[config.mk]
export PLATFORM = sky130hd
export DESIGN_NAME = clm_cfg
export DESIGN_NICKNAME = d
export VERILOG_FILES = /design/src/clm_pkg.sv /design/src/clm_log_iter.sv /design/src/clm_cfg.sv
export SDC_FILE = /design/constraint.sdc
export NUM_CORES = 2
export LEC_CHECK = 0
export ABC_AREA = 1
export BUFFER_PORTS_ARGS = -buffer_cell sky130_fd_sc_hd__buf_2
export CORE_ASPECT_RATIO = 1.2
export CORE_MARGIN = 1
export CORE_UTILIZATION = 35
export DETAILED_ROUTE_END_ITERATION = 8
export PLACE_DENSITY = 0.54
export SKIP_LAST_GASP = 1
export SYNTH_ARGS = -nofsm -noshare
export SYNTH_HDL_FRONTEND = slang
export SYNTH_HIERARCHICAL = 1
export SYNTH_SLANG_ARGS = --single-unit
[constraint.sdc]
create_clock -name i_clk -period 23.4 [get_ports i_clk]
set_input_delay 0 -clock i_clk [delete_from_list [all_inputs] [get_ports i_clk]]
set_output_delay 0 -clock i_clk [all_outputs]
set_load 0.02 [all_outputs]
[src/clm_pkg.sv]
`timescale 1ns / 1ps

package clm_pkg;

    localparam int TABLE_BITS = 8;
    localparam int N_ENTRIES  = 1 << TABLE_BITS;
    localparam int FRAC_BITS  = 16;
    localparam int EXP_BITS   = 5;
    localparam int LOG_W      = EXP_BITS + FRAC_BITS;
    localparam int MANT_W     = 32;
    localparam int CH_W       = 11;

    typedef enum logic [1:0] {
        REG_LOW  = 2'd0,
        REG_HIGH = 2'd1,
        REG_LOG  = 2'd2,
        REG_MAP  = 2'd3
    } t_reg_idx;

    typedef enum logic [1:0] {
        MAP_JET  = 2'd0,
        MAP_GRAY = 2'd1,
        MAP_INV  = 2'd2
    } t_map;

    typedef enum logic [2:0] {
        CS_SORT,
        CS_LO_START,
        CS_LO_WAIT,
        CS_HI_START,
        CS_HI_WAIT,
        CS_READY
    } t_cfg_state;

    // settled configuration, seen by the sample path
    typedef struct packed {
        logic signed [31:0]  slo;
        logic signed [31:0]  shi;
        logic                log_en;
        logic [LOG_W-1:0]    llo;
        logic [LOG_W-1:0]    lhi;
        logic [1:0]          map;
    } t_cfg_view;

    // position of the highest set bit
    function automatic logic [EXP_BITS-1:0] top_bit(input logic [31:0] x);
        logic [EXP_BITS-1:0] e;
        e = '0;
        for (int i = 0; i < 32; i++) begin
            if (x[i]) e = EXP_BITS'(i);
        end
        return e;
    endfunction

    function automatic logic [MANT_W-1:0] normalise(input logic [31:0] x,
                                                    input logic [EXP_BITS-1:0] e);
        return MANT_W'(x << (5'd31 - e));
    endfunction

    // one squaring step: {fraction bit, new mantissa}
    function automatic logic [MANT_W:0] sq_step(input logic [MANT_W-1:0] m);
        logic [2*MANT_W-1:0] p;
        logic [MANT_W:0]     s;
        p = m * m;
        s = p[2*MANT_W-1:31];
        if (s[MANT_W]) return {1'b1, s[MANT_W:1]};
        else           return {1'b0, s[MANT_W-1:0]};
    endfunction

endpackage

[src/clm_log_iter.sv]
`timescale 1ns / 1ps

module clm_log_iter (
    input  logic                      i_clk,
    input  logic                      i_rst_n,
    input  logic                      i_start,
    input  logic [31:0]               i_x,
    output logic                      o_busy,
    output logic [clm_pkg::LOG_W-1:0] o_log
);

    logic [clm_pkg::MANT_W-1:0]    r_m;
    logic [clm_pkg::EXP_BITS-1:0]  r_e;
    logic [clm_pkg::FRAC_BITS-1:0] r_f;
    logic [4:0]                    r_cnt;
    logic                          r_busy;
    logic [clm_pkg::EXP_BITS-1:0]  w_e;
    logic [clm_pkg::MANT_W:0]      w_step;

    assign w_e    = clm_pkg::top_bit(i_x);
    assign w_step = clm_pkg::sq_step(r_m);

    always_ff @(posedge i_clk) begin
        if (!i_rst_n) begin
            r_busy <= 1'b0;
            r_cnt  <= '0;
        end else if (i_start) begin
            r_busy <= 1'b1;
            r_cnt  <= 5'(clm_pkg::FRAC_BITS);
        end else if (r_busy) begin
            r_cnt <= r_cnt - 5'd1;
            if (r_cnt == 5'd1) r_busy <= 1'b0;
        end
    end

    always_ff @(posedge i_clk) begin
        if (i_start) begin
            r_e <= w_e;
            r_m <= clm_pkg::normalise(i_x, w_e);
            r_f <= '0;
        end else if (r_busy) begin
            r_m <= w_step[clm_pkg::MANT_W-1:0];
            r_f <= {r_f[clm_pkg::FRAC_BITS-2:0], w_step[clm_pkg::MANT_W]};
        end
    end

    assign o_busy = r_busy;
    assign o_log  = {r_e, r_f};

endmodule

[src/clm_cfg.sv]
`timescale 1ns / 1ps

module clm_cfg (
    input  logic               i_clk,
    input  logic               i_rst_n,
    input  logic               i_cfg_valid,
    input  logic [1:0]         i_cfg_index,
    input  logic [31:0]        i_cfg_data,
    output clm_pkg::t_cfg_view o_view,
    output logic               o_settled
);

    logic signed [31:0]       r_low;
    logic signed [31:0]       r_high;
    logic                     r_log;
    logic [1:0]               r_map;
    logic signed [31:0]       r_slo;
    logic signed [31:0]       r_shi;
    logic                     r_log_en;
    logic [clm_pkg::LOG_W-1:0] r_llo;
    logic [clm_pkg::LOG_W-1:0] r_lhi;
    clm_pkg::t_cfg_state      r_state;
    clm_pkg::t_cfg_state      n_state;

    logic                      w_start;
    logic                      w_pick_hi;
    logic                      w_ld_lo;
    logic                      w_ld_hi;
    logic                      w_busy;
    logic [clm_pkg::LOG_W-1:0] w_log;

    always_ff @(posedge i_clk) begin
        if (!i_rst_n) begin
            r_low  <= 32'sd0;
            r_high <= 32'sd1;
            r_log  <= 1'b0;
            r_map  <= clm_pkg::MAP_JET;
        end else if (i_cfg_valid) begin
            unique case (clm_pkg::t_reg_idx'(i_cfg_index))
                clm_pkg::REG_LOW:  r_low  <= i_cfg_data;
                clm_pkg::REG_HIGH: r_high <= i_cfg_data;
                clm_pkg::REG_LOG:  r_log  <= i_cfg_data[0];
                clm_pkg::REG_MAP:  r_map  <= i_cfg_data[1:0];
            endcase
        end
    end

    always_ff @(posedge i_clk) begin
        if (!i_rst_n) r_state <= clm_pkg::CS_SORT;
        else          r_state <= n_state;
    end

    always_comb begin
        n_state = r_state;
        if (i_cfg_valid) begin
            n_state = clm_pkg::CS_SORT;
        end else begin
            unique case (r_state)
                clm_pkg::CS_SORT:     n_state = clm_pkg::CS_LO_START;
                clm_pkg::CS_LO_START: n_state = clm_pkg::CS_LO_WAIT;
                clm_pkg::CS_LO_WAIT:  if (!w_busy) n_state = clm_pkg::CS_HI_START;
                clm_pkg::CS_HI_START: n_state = clm_pkg::CS_HI_WAIT;
                clm_pkg::CS_HI_WAIT:  if (!w_busy) n_state = clm_pkg::CS_READY;
                clm_pkg::CS_READY:    n_state = clm_pkg::CS_READY;
                default:              n_state = clm_pkg::CS_SORT;
            endcase
        end
    end

    always_comb begin
        w_start   = 1'b0;
        w_pick_hi = 1'b0;
        w_ld_lo   = 1'b0;
        w_ld_hi   = 1'b0;
        unique case (r_state)
            clm_pkg::CS_LO_START: w_start = 1'b1;
            clm_pkg::CS_LO_WAIT:  w_ld_lo = !w_busy;
            clm_pkg::CS_HI_START: begin
                w_start   = 1'b1;
                w_pick_hi = 1'b1;
            end
            clm_pkg::CS_HI_WAIT:  w_ld_hi = !w_busy;
            default: ;
        endcase
    end

    // bounds kept in order, log mode only for a positive low bound
    always_ff @(posedge i_clk) begin
        if (r_state == clm_pkg::CS_SORT) begin
            if (r_low > r_high) begin
                r_slo    <= r_high;
                r_shi    <= r_low;
                r_log_en <= r_log && (r_high > 32'sd0);
            end else begin
                r_slo    <= r_low;
                r_shi    <= r_high;
                r_log_en <= r_log && (r_low > 32'sd0);
            end
        end
        if (w_ld_lo) r_llo <= w_log;
        if (w_ld_hi) r_lhi <= w_log;
    end

    clm_log_iter u_log (
        .i_clk   (i_clk),
        .i_rst_n (i_rst_n),
        .i_start (w_start),
        .i_x     (w_pick_hi ? r_shi : r_slo),
        .o_busy  (w_busy),
        .o_log   (w_log)
    );

    assign o_view.slo    = r_slo;
    assign o_view.shi    = r_shi;
    assign o_view.log_en = r_log_en;
    assign o_view.llo    = r_llo;
    assign o_view.lhi    = r_lhi;
    assign o_view.map    = r_map;
    assign o_settled     = (r_state == clm_pkg::CS_READY);

endmodule

==> summary.txt <==
Run status
  – Status: finished clean

Critical path
  – CP max-delay cell: fa_1
  – Most frequent CP cell: fa_1
  – Critical Path RT: 23650 ps
  – Peak fanout along the critical path: 32
  – Worst setup path class: register to register
  – Reg2reg path depth: 31
  – Setup crit end kind: register
  – Worst Setup Start Kind: register
  – CP peak stage delay: approximately 660 ps
  – CP arrival: 9110 ps

Timing
  – Count of final hold-check violations: 0
  – Final Skew: 28.8 ps
  – Max_slew headroom: 0.209
  – Fin Hold WS: between 50 and 60 ps
  – RSZ-0062 raised after global routing: false
  – Peak Freq: approximately 0.11 GHz
  – Fin Setup TNS: 0 ps
  – Worst Tran Pin Value: 1190 ps
  – Fin crit period: 8850 ps
  – Fin. max-slew vios: 0
  – Setup violations, final: 0
  – Fin crit share: 0.378

Global routing
  – First-pass GRT wire length: 185000 um
  – Initial antenna violation count: 0
  – Vias in the first global route: 33800
  – GRT Total Usage: 0.200
  – Pin count of the biggest net entering global routing: 72
  – Total gr overflow: 0

Finish
  – Commonest non-fill, non-tap cell in the layout: inv_1
  – Commonest non-fill, non-tap cells in the layout: inv_1, nand2_1, fa_1, ha_1, nand3_1
  – Area growth from synthesis to layout: 8.53%
  – Area of the multi-input gates: 0.0294 mm2
  – NumNets Final: ~6100
  – Reg area: 0.00617 mm2
  – Filler Cells Inserted: 12100
  – Share of cells above drive strength 1: 0.0682
  – N_diodes: 0

Clock tree
  – TritonCTS clock tree: done
  – Clock Latency Late Sink: 570 ps
  – H-tree depth: 1
  – Clock-pin slew on the worst setup and hold paths: 70 ps
  – CTS buffer count: 27
  – Clock root cell: clkbuf_16
  – CTS max path bufs: 3
  – CTS sink count: 236

Detailed routing
  – Final WL: 117000 um
  – DR top layer: met4
  – DR pass1 iterations: 5
  – Post-route antenna net violation count: 0
  – WL/cell: roughly 18 um
  – WL met2: slightly above 60000 um
  – Initial DRC count: 1741
  – Total length of routed met3 wires: 5540 um
  – M1 WL: ~45000 um
  – Via density: approximately 4.8
  – Drt drc: 0
  – Vias post-DR: 31100

Synth
  – Yosys top cell by area: fa_1
  – Post-synthesis sequential element count: 236
  – Top cells by area, synth: fa_1, inv_1, edfxtp_1
  – Most used DFF post-synth: edfxtp_1
  – Netlist Area Pre-Place: 0.0415 mm2
  – EDFF count, synth: 144
  – Syn avg cell area: 8.55 um2
  – Synth unique cells: 52
  – YS warnings: 6
  – Synth top area share: 0.382
  – Syn_nets: 6011
  – Synth Instances: 4851
  – Async SR Flop Fraction: 0
  – Sequential fraction of the synthesis area: 0.149

Floorplan
  – Total core area: 0.118 mm2
  – Total I/O pin count: 147
  – Die Y: about 380 um
  – Die area: 0.120 mm2
  – Die Wd: ~320 um
  – Initial Util: 0.352
  – Row count: roughly 140

Run
  – # Max-Cap Violations: 0

Placement
  – I/O Buffers: 146
  – GPL Wtd Cong: 0.870
  – HPWL after DPL: 93100 um

Worst hold path
  – Worst hold path class: input port to register
  – WHS Path Cells: 5
what timing repair did:
action / 4_1_cts / 5_1_grt
resized for setup: 0 / 0
hold endpoints to repair: 70 / 0
buffers inserted: 0 / 0
hold buffers: 38 / 0
metal layers:
layer | vias to the layer above | track usage
met5 | - | 0
met4 | 0 | 0.0710
met3 | 203 | 0.0247
met2 | 772 | 0.373
met1 | 15400 | 0.232
li1 | 14700 | -
synth_stat cells (all sizes together) (2+ instances only):
| cell type | instances |
|---|---|
| ha | 332 |
| o21ai | 189 |
| or2 | 5 |
| o31ai | 5 |
| a21o | 9 |
| o41ai | 2 |
| nand2 | 858 |
| nand4 | 20 |
| a31o | 6 |
| clkinv | 2 |
| a21oi | 173 |
| nor3 | 12 |
| nand3 | 276 |
| edfxtp | 144 |
| inv | 1385 |
| a211oi | 4 |
| nor2 | 156 |
| buf | 40 |
| mux2 | 32 |
| o21bai | 16 |
| xnor2 | 29 |
| fa | 791 |
| xor2 | 52 |
| clkbuf | 141 |
| o211ai | 8 |
| nor4 | 18 |
| o22ai | 16 |
| o311ai | 2 |
| o21a | 7 |
| dfxtp | 92 |
| a31oi | 21 |
sequential cells by signal, indices dropped and copies added, names as in the netlist, 2 cells and up:
name / flops
r_high: 32
r_lhi: 21
r_llo: 21
r_low: 32
r_map: 2
r_shi: 32
r_slo: 32
r_state: 3
u_log/r_cnt: 5
u_log/r_e: 5
u_log/r_f: 16
u_log/r_m: 32
final timing paths:
| kind | from | endpoint | slack [ps] |
|---|---|---|---|
| setup reg to reg | u_log/r_m[17]$_DFFE_PP_ | u_log/r_m[24]$_DFFE_PP_ | 14550 |
| setup / recovery | u_log/r_m[17]$_DFFE_PP_ | u_log/r_m[24]$_DFFE_PP_ | 14550 |
| hold reg to reg | r_map[1]$_SDFFE_PN0P_ | r_map[1]$_SDFFE_PN0P_ | 450 |
| hold / removal | i_cfg_index[0] | r_low[5]$_SDFFE_PN0P_ | 50 |
critical path, delay by kind of cell, from the launching register on:
kind | cells | cell delay (ps)
buffers and inverters | 7 | 810
xor gates and xnor gates | 1 | 150
and+or+nand+nor | 10 | 1660
AOI/OAI and AO/OA | 4 | 700
adders and majority gates | 9 | 4850
DFF | 1 | 360
per-stage QoR:
step                       util  cells  area (um2)  setup slack (ps)
final                     0.382   6495       45000             14550
after global routing      0.382   6495       45000             14080
after CTS                 0.382   6495       45000             14600
after detailed placement  0.372   6407       43800             14650
after global placement    0.372   6407       43800             14680
after floorplan               -   4851       41500             15700
kinds of logic after synthesis:
logic type,after synthesis,synth area share
AOI/OAI and AO/OA,464,0.0649
xor gates and xnor gates,81,0.0175
adders and majority gates,1123,0.482
buffers and inverters,1568,0.145
DFF,236,0.149
muxes,32,0.00869
and+or+nand+nor,1347,0.134
cell type report:
| cell class | instances | share of cell area |
|---|---|---|
| well taps | 1540 | 0.0428 |
| repair buffers | 235 | 0.0332 |
| inverters | 1387 | 0.116 |
| clock inverters | 15 | 0.00281 |
| clock buffers | 35 | 0.0166 |
| multi-input cells | 3047 | 0.652 |
| flip-flops and latches | 236 | 0.137 |
Power is not shown: default switching activity piles up to over one toggle a cycle in this logic, so the estimate is an artifact.
