### src/clm_pkg.sv
`timescale 1ns / 1ps

package clm_pkg;

    localparam int TABLE_BITS = 8;
    localparam int N_ENTRIES  = 1 << TABLE_BITS;
    localparam int FRAC_BITS  = 16;
    localparam int EXP_BITS   = 5;
    localparam int LOG_W      = EXP_BITS + FRAC_BITS;
    localparam int MANT_W     = 32;
    localparam int CH_W       = 11;

    typedef enum logic [1:0] {
        REG_LOW  = 2'd0,
        REG_HIGH = 2'd1,
        REG_LOG  = 2'd2,
        REG_MAP  = 2'd3
    } t_reg_idx;

    typedef enum logic [1:0] {
        MAP_JET  = 2'd0,
        MAP_GRAY = 2'd1,
        MAP_INV  = 2'd2
    } t_map;

    typedef enum logic [2:0] {
        CS_SORT,
        CS_LO_START,
        CS_LO_WAIT,
        CS_HI_START,
        CS_HI_WAIT,
        CS_READY
    } t_cfg_state;

    // settled configuration, seen by the sample path
    typedef struct packed {
        logic signed [31:0]  slo;
        logic signed [31:0]  shi;
        logic                log_en;
        logic [LOG_W-1:0]    llo;
        logic [LOG_W-1:0]    lhi;
        logic [1:0]          map;
    } t_cfg_view;

    // position of the highest set bit
    function automatic logic [EXP_BITS-1:0] top_bit(input logic [31:0] x);
        logic [EXP_BITS-1:0] e;
        e = '0;
        for (int i = 0; i < 32; i++) begin
            if (x[i]) e = EXP_BITS'(i);
        end
        return e;
    endfunction

    function automatic logic [MANT_W-1:0] normalise(input logic [31:0] x,
                                                    input logic [EXP_BITS-1:0] e);
        return MANT_W'(x << (5'd31 - e));
    endfunction

    // one squaring step: {fraction bit, new mantissa}
    function automatic logic [MANT_W:0] sq_step(input logic [MANT_W-1:0] m);
        logic [2*MANT_W-1:0] p;
        logic [MANT_W:0]     s;
        p = m * m;
        s = p[2*MANT_W-1:31];
        if (s[MANT_W]) return {1'b1, s[MANT_W:1]};
        else           return {1'b0, s[MANT_W-1:0]};
    endfunction

endpackage

### src/clm_div_pipe.sv
`timescale 1ns / 1ps

module clm_div_pipe (
    input  logic                           i_clk,
    input  logic                           i_rst_n,
    input  logic                           i_en,
    input  logic                           i_valid,
    input  logic [31:0]                    i_num,
    input  logic [31:0]                    i_den,
    input  logic                           i_black,
    output logic                           o_valid,
    output logic [clm_pkg::TABLE_BITS-1:0] o_pos,
    output logic                           o_black
);

    localparam int TB = clm_pkg::TABLE_BITS;

    logic                r_v   [0:TB];
    logic [31:0]         r_rem [0:TB];
    logic [31:0]         r_den [0:TB];
    logic                r_sat [0:TB];
    logic                r_blk [0:TB];
    logic [TB-1:0]       r_q   [0:TB];

    always_ff @(posedge i_clk) begin
        if (!i_rst_n) begin
            for (int i = 0; i <= TB; i++) r_v[i] <= 1'b0;
        end else if (i_en) begin
            r_v[0] <= i_valid;
            for (int i = 1; i <= TB; i++) r_v[i] <= r_v[i-1];
        end
    end

    // num >= den already means the last entry; otherwise one quotient bit per stage
    always_ff @(posedge i_clk) begin
        logic [32:0] sh;
        if (i_en) begin
            r_rem[0] <= i_num;
            r_den[0] <= i_den;
            r_sat[0] <= (i_num >= i_den);
            r_blk[0] <= i_black;
            r_q[0]   <= '0;
            for (int i = 1; i <= TB; i++) begin
                sh       = {r_rem[i-1], 1'b0};
                r_den[i] <= r_den[i-1];
                r_sat[i] <= r_sat[i-1];
                r_blk[i] <= r_blk[i-1];
                if (sh >= {1'b0, r_den[i-1]}) begin
                    r_rem[i] <= 32'(sh - {1'b0, r_den[i-1]});
                    r_q[i]   <= {r_q[i-1][TB-2:0], 1'b1};
                end else begin
                    r_rem[i] <= sh[31:0];
                    r_q[i]   <= {r_q[i-1][TB-2:0], 1'b0};
                end
            end
        end
    end

    assign o_valid = r_v[TB];
    assign o_pos   = r_sat[TB] ? TB'(clm_pkg::N_ENTRIES - 1) : r_q[TB];
    assign o_black = r_blk[TB];

endmodule

### config.mk
export PLATFORM = sky130hd
export DESIGN_NAME = clm_div_pipe
export DESIGN_NICKNAME = d
export VERILOG_FILES = /design/src/clm_pkg.sv /design/src/clm_div_pipe.sv
export SDC_FILE = /design/constraint.sdc
export NUM_CORES = 1
export LEC_CHECK = 0
export BUFFER_PORTS_ARGS = -buffer_cell sky130_fd_sc_hd__buf_2
export CORE_MARGIN = 2
export CORE_UTILIZATION = 45
export CTS_CLUSTER_SIZE = 10
export DETAILED_ROUTE_END_ITERATION = 16
export GPL_TIMING_DRIVEN = 0
export PLACE_DENSITY_LB_ADDON = 0.2
export SLEW_MARGIN = 5
export SYNTH_ARGS = -nofsm -noshare
export SYNTH_HDL_FRONTEND = slang
export SYNTH_SLANG_ARGS = --single-unit
### constraint.sdc
create_clock -name i_clk -period 3.35 [get_ports i_clk]
set_input_delay 1.005 -clock i_clk [delete_from_list [all_inputs] [get_ports i_clk]]
set_output_delay 1.005 -clock i_clk [all_outputs]
set_load 0.05 [all_outputs]
==> results of run 1 <==
-- flip-flops by register name, indices dropped and copies added, names as in the netlist --
signal  flops
r_blk       9
r_rem     256
r_q        36
r_v         9
r_sat       9
r_den     256
-- worst reg2reg max path: cells and delay by family, from the launching register on --
family	cells	cell delay, ns
and+or+nand+nor	3	1.08
adders and majority gates	1	0.56
AOI/OAI and AO/OA	2	0.55
DFF	1	0.41
muxes	1	0.32
buffers and inverters	1	0.19
-- cell usage after synthesis (all sizes together) (5+ instances only) --
cell type,number
a21oi,265
nor3,37
o41ai,7
fa,7
o21a,40
nand3,64
buf,41
o31ai,20
a211oi,17
inv,351
nor3b,5
xnor2,109
nand4,36
nand2,182
nand2b,23
a311oi,9
o21bai,30
a31o,8
nor4,10
xor2,71
a211o,6
or3,9
mux2i,10
nor2b,37
o21ai,162
nand4b,8
clkbuf,50
and2,21
a31oi,31
and3,33
a41oi,9
or2,17
edfxtp,574
ha,287
and4,9
o31a,9
o211ai,11
a21boi,7
a21o,146
o221ai,6
nor2,221
mux2,69
a221oi,9
-- what timing repair did --
item	CTS	global route
gates cloned	1	0
pin swaps	24	40
gates resized for setup	95	112
setup endpoints to repair	226	203
setup buffers	27	30
-- report_power, final --
| part | internal [mW] | leakage, nW | switching [mW] |
|---|---|---|---|
| logic | 6.35 | 9.94 | 8.11 |
| clock network | 3.93 | 0.970 | 2.79 |
| registers | 10.2 | 5.62 | 0.887 |
| total | 20.5 | 16.5 | 11.8 |
-- per-stage QoR --
step	power [mW]	setup WS [ns]	util (%)	hold slack [ns]	instances
2_1_floorplan	21.0	0.282	-	0.400	3142
3_3_place_gp	24.4	-5.69	47.6	0.400	4198
3_5_place_dp	24.5	-1.12	47.9	0.406	4206
4_1_cts	31.9	0.000766	51.4	0.416	4336
5_1_grt	34.5	-0.0511	52.3	0.420	4359
6_report	32.3	-0.0128	52.3	0.416	4359
-- worst max-delay path by stage --
| stage | from | slack (ns) | endpoint | cells after the start |
|---|---|---|---|---|
| after floorplan | i_num[0] | 0.28 | r_sat[0][0] | 11 |
| after global placement | i_en | -5.69 | r_rem[7][1] | 3 |
| after detailed placement | i_num[0] | -1.12 | r_sat[0][0] | 12 |
| after CTS | r_rem[2][8] | 0.0008 | r_rem[3][19] | 12 |
| after global routing | r_rem[3][0] | -0.05 | r_rem[4][26] | 12 |
| final | r_rem[0][17] | -0.01 | r_rem[1][3] | 8 |
-- per-layer routing --
metal  GRT usage, %  vias to the layer above  part of all wire [%]
met3           2.83                      242                   3.0
met2           39.4                      546                    51
li1               -                    11900                     -
met5              0                        -                     0
met1           23.0                    11300                    39
met4           15.0                        0                   7.5
-- kinds of logic (layout without fill, tap and decap cells) --
| family | Yosys count | in the layout | synth area share, % |
|---|---|---|---|
| compound gates | 843 | 843 | 16.4 |
| simple gates | 729 | 729 | 10.2 |
| flops | 575 | 575 | 50.1 |
| buf+inv | 442 | 681 | 5.29 |
| fa+ha+maj | 294 | 294 | 10.8 |
| xor+xnor | 180 | 180 | 4.57 |
| mux | 79 | 79 | 2.57 |
-- cell type report --
type	count	area, sq um	share of cell area [%]
clock inverters	15	90.1	0.227
repair buffers	144	1080	2.72
flip-flops and latches	575	17300	43.5
multi-input cells	2125	16200	41.0
inverters	351	1320	3.32
plain buffers	76	548	1.38
well taps	978	1220	3.09
clock buffers	95	1900	4.79
==> impl_metrics.json, run 1 <==
{
  "outcome": "finished, violations left",
  "violations": "setup timing",
  "cp_cell_sequence": "ha_1 -> nand3_1 -> nor4_1 -> nand3_1 -> o21ai_0 -> o21bai_4 -> buf_8 -> mux2_4",
  "grt_antenna_before_repair": 0,
  "critPathRequiredTime_ns": 3.69,
  "fp.dieArea_sq_um": 78800,
  "synthArstFlopShare_pct": 0,
  "cts-hold-fix-buffers": 0,
  "slew_viol_final": 0,
  "core_area_sq_um": 75800,
  "route.detailed.vias_per_inst": 5.49,
  "clock_sink_total": 575,
  "post_dp_cell_area_sq_um": 36300,
  "design.final.nets": 3707,
  "cts.reportedPaths.clkPinSlew_ns": 0.05,
  "rsz0062_at_grt": "true",
  "worst_hold_path.num_cells": 0,
  "worstSkewPairLatency_ns": 0.60,
  "r2r_start": "r_rem[0][17]",
  "via_count": 23900,
  "count_of_flip_flops_with_a_built_in_enable_after_synthesis": 574,
  "detail_route.iter0.violations": 1278,
  "p_leak_nw": 16.5,
  "die-height_um": 281,
  "setup.worst_path.end_class": "flop",
  "postSynthRegisterBits": 575,
  "drt_first_pass_iters": 7,
  "syn_avg_cell_area_sq_um": 11.0,
  "first_global_vias": 25100,
  "final_cell_mix": "edfxtp_1, inv_1, ha_1",
  "cts_htree_levels": 3,
  "row_count": 101,
  "place_hpwl_um": 66000,
  "area_growth_pct": 15.1,
  "worst_path_dominant_cell_family": "simple AND/OR/NAND/NOR gates",
  "initial_core_util_pct": 45.5,
  "synth-main-ff-cell": "edfxtp_1",
  "grt_overflow_total": 0,
  "power.density_cell_area_nw_per_um2": 814,
  "synth_area_leaders": "edfxtp_1, ha_1, inv_1",
  "netlist.top_cell.by_area": "edfxtp_1",
  "detail_route.drc_violations": 0,
  "ant_nets": 0,
  "setup_slack_ns": -0.0128,
  "cp.buffers_inverters": 1,
  "cp_slowest_cell": "ha_1",
  "grt_first_pass_wirelength_um": 133000,
  "grt_start_max_net_pins": 105,
  "ys_types": 103,
  "achievable-frequency_mhz": 297,
  "avgRoutedWirePerCell_um": 19.4,
  "routabilityCongestion": 0.973,
  "final-setup-viol-count": 3,
  "syn-num-nets": 3505,
  "final_worst_path_period_need_ns": 3.36,
  "num-fill-cells": 6606,
  "totalWireLength_um": 84700,
  "clk_root_buffer_cell": "clkbuf_16",
  "final.period_utilization_pct": 100,
  "launch_point_of_the_worst_hold_path": "r_q[6][4]",
  "synth_cells": 3142,
  "finish.instance_area_sq_um": 39700,
  "cp-start-kind": "flop",
  "grt_usage_pct": 21.6,
  "final_layout_size_suffix_gt1_share_pct": 15.3,
  "crit_path_max_fanout": 8,
  "worst_pin_slew_ns": 0.856,
  "finalHoldViolations": 0,
  "cts_buffer_depth": 3,
  "r2r.worst_path.cells": 8,
  "layout_commonest_cell": "edfxtp_1",
  "timing.reg2reg.setup_slack_ns": -0.01,
  "cp_slowest_stage_delay_ns": 0.56,
  "antennaDiodeCount": 0,
  "cts_tree": "done",
  "synthesis.area_sq_um": 34500,
  "hold_path_end": "r_q[7][5]",
  "capture_point_of_the_worst_reg_to_reg_path": "r_rem[1][3]",
  "timing.max_slew.rel_slack_pct": 42.9,
  "cap_viol_max_count": 0,
  "irDropWorstVdd_v": 0.000397,
  "fin_setup_tns_ns": -0.0243,
  "timing.clock.skew_ns": 0.0203,
  "synth-seq-area-share_pct": 50.1,
  "cp_common_cell": "nand3_1",
  "tritoncts.num_buffers": 71,
  "critical_path_arrival_ns": 3.71,
  "synth_top_area_share_pct": 50.0,
  "number_of_ports_placed_on_the_die_boundary": 79,
  "ys_warn_count": 0,
  "hold_path_class": "flop to flop",
  "die_w_um": 281,
  "setup.worst_path.class": "flop to flop",
  "place.port_buffers": 78
}
(Power assumes the default switching activity.)
==> run 2, diff against run 1 <==
--- a/config.mk
+++ b/config.mk
@@ -7,7 +7,7 @@
 export LEC_CHECK = 0
 export BUFFER_PORTS_ARGS = -buffer_cell sky130_fd_sc_hd__buf_2
 export CORE_MARGIN = 2
-export CORE_UTILIZATION = 45
+export CORE_UTILIZATION = 64
 export CTS_CLUSTER_SIZE = 10
 export DETAILED_ROUTE_END_ITERATION = 16
 export GPL_TIMING_DRIVEN = 0
==> run 2 against run 1 <==
Against the previous run: the flow still finishes with violations (setup timing); routed wire length shrank 1.7%; die area down 29%; sequential share of layout area rose by 0.91 points.
==> impl_metrics.json, run 2 (same netlist as run 1, synthesis figures left out) <==
{
  "cp-start-kind": "flop",
  "routabilityCongestion": 0.972,
  "capture_point_of_the_worst_reg_to_reg_path": "r_rem[5][31]",
  "worst_pin_slew_ns": 0.980,
  "rsz0062_at_grt": "true",
  "final_worst_path_period_need_ns": 3.37,
  "fp.dieArea_sq_um": 55700,
  "die_w_um": 236,
  "setup.worst_path.class": "flop to flop",
  "antennaDiodeCount": 0,
  "cp_slowest_cell": "ha_1",
  "worstSkewPairLatency_ns": 0.60,
  "grt_overflow_total": 0,
  "detail_route.iter0.violations": 1641,
  "cts.reportedPaths.clkPinSlew_ns": 0.06,
  "power.density_cell_area_nw_per_um2": 824,
  "timing.clock.skew_ns": 0.0183,
  "drt_first_pass_iters": 5,
  "place_hpwl_um": 61700,
  "achievable-frequency_mhz": 297,
  "initial_core_util_pct": 64.4,
  "top_regs": "r_den x256, r_rem x256, r_q x36",
  "stdcell_count": 4052,
  "p_leak_nw": 16.4,
  "grt_use_met2_pct": 55.4,
  "ant_nets": 0,
  "route.detailed.vias_per_inst": 6.13,
  "cap_viol_max_count": 0,
  "grt_usage_pct": 29.6,
  "slew_viol_final": 0,
  "core_area_sq_um": 53500,
  "grt_use_met3_pct": 3.18,
  "layout_commonest_cell": "edfxtp_1",
  "timing.reg2reg.setup_slack_ns": -0.02,
  "cp_cell_sequence": "inv_1 -> ha_1 -> o21a_1 -> o31a_1 -> nor3_1 -> o311a_1 -> o31ai_4 -> buf_4 -> a211o_1 -> a41oi_1 -> xnor2_1 -> mux2_2",
  "timing.max_slew.rel_slack_pct": 34.1,
  "cts_tree": "done",
  "cts-hold-fix-buffers": 0,
  "grt_busiest_layer": "met2",
  "detail_route.drc_violations": 0,
  "clock_sink_total": 575,
  "design.final.nets": 3692,
  "final_layout_size_suffix_gt1_share_pct": 13.6,
  "violations": "setup timing",
  "grt_antenna_before_repair": 0,
  "setup_slack_ns": -0.0166,
  "grt_start_max_net_pins": 121,
  "finalHoldViolations": 0,
  "avgRoutedWirePerCell_um": 20.6,
  "cts_buffer_depth": 3,
  "r2r.worst_path.cells": 12,
  "cts_htree_levels": 3,
  "place.port_buffers": 78,
  "die-height_um": 236,
  "launch_point_of_the_worst_hold_path": "r_q[5][3]",
  "crit_path_max_fanout": 5,
  "worst_hold_path.num_cells": 0,
  "outcome": "finished, violations left",
  "hold_path_class": "flop to flop",
  "grt_first_pass_wirelength_um": 130000,
  "cp.buffers_inverters": 2,
  "tritoncts.num_buffers": 69,
  "final-setup-viol-count": 6,
  "preCtsSetupSlack_ns": -1.06,
  "totalWireLength_um": 83300,
  "setup.worst_path.end_class": "flop",
  "placedCellCount": 3921,
  "cp_slowest_stage_delay_ns": 0.45,
  "clk_root_buffer_cell": "clkbuf_16",
  "first_global_vias": 25500,
  "worst_path_dominant_cell_family": "compound AO/OA/AOI/OAI gates",
  "critical_path_arrival_ns": 3.70,
  "area_growth_pct": 12.7,
  "fin_setup_tns_ns": -0.0568,
  "hold_path_end": "r_q[6][4]",
  "global_route.usage.met1_pct": 31.5,
  "final_cell_mix": "edfxtp_1, inv_1, ha_1",
  "number_of_ports_placed_on_the_die_boundary": 79,
  "irDropWorstVdd_v": 0.000475,
  "r2r_start": "r_den[0][131]",
  "row_count": 85,
  "via_count": 24800,
  "final.period_utilization_pct": 100,
  "critPathRequiredTime_ns": 3.69
}
run 2: layer usage:
layer  wire (um)  share of wire, %  vias to the layer above
li1            -                 -                    11800
met3        3570               4.3                      309
met5           0                 0                        -
met1       30400                36                    11700
met4        5910               7.1                        0
met2       43400                52                      932
run 2: how the worst max path moves through the flow:
stage / start / endpoint / slack (ns) / depth (start not counted)
2_1_floorplan: i_num[0] / r_sat[0][0] / 0.28 / 11
3_3_place_gp: i_en / r_rem[7][0] / -5.24 / 3
3_5_place_dp: i_num[0] / r_sat[0][0] / -1.06 / 12
4_1_cts: r_den[0][8] / r_rem[1][26] / -0.007 / 11
5_1_grt: r_rem[0][5] / r_rem[1][4] / -0.13 / 11
6_report: r_den[0][131] / r_rem[5][31] / -0.02 / 12
run 2: what timing repair did:
item | CTS | global route
buffers inserted | 19 | 18
pin swaps | 20 | 27
resized for setup | 69 | 85
gates cloned | 1 | 3
setup endpoints to repair | 219 | 184
run 2: cell type report:
type                            count  area (sq um)
Sequential cell                   575         17300
Multi-Input combinational cell   2125         16000
Fill cell                        3596         14600
Clock buffer                       88          1840
Inverter                          351          1320
Timing Repair Buffer              124           908
Tap cell                          696           871
Buffer                             83           578
Clock inverter                     10          76.3
run 2: per-stage QoR:
stage / area (sq um) / hold slack (ns) / utilization [%] / total power, mW
after global routing: 38800 / 0.423 / 72.6 / 33.8
after CTS: 38300 / 0.415 / 71.5 / 31.3
after floorplan: 34500 / 0.400 / - / 21.0
final: 38800 / 0.413 / 72.6 / 32.0
after global placement: 35700 / 0.401 / 66.8 / 23.9
after detailed placement: 35900 / 0.405 / 67.0 / 24.3
run 2: report_power, final:
group	leakage [nW]	internal, mW	switching, mW
registers	5.62	10.2	0.874
logic	9.85	6.19	8.24
clock network	0.934	3.82	2.69
total	16.4	20.2	11.8
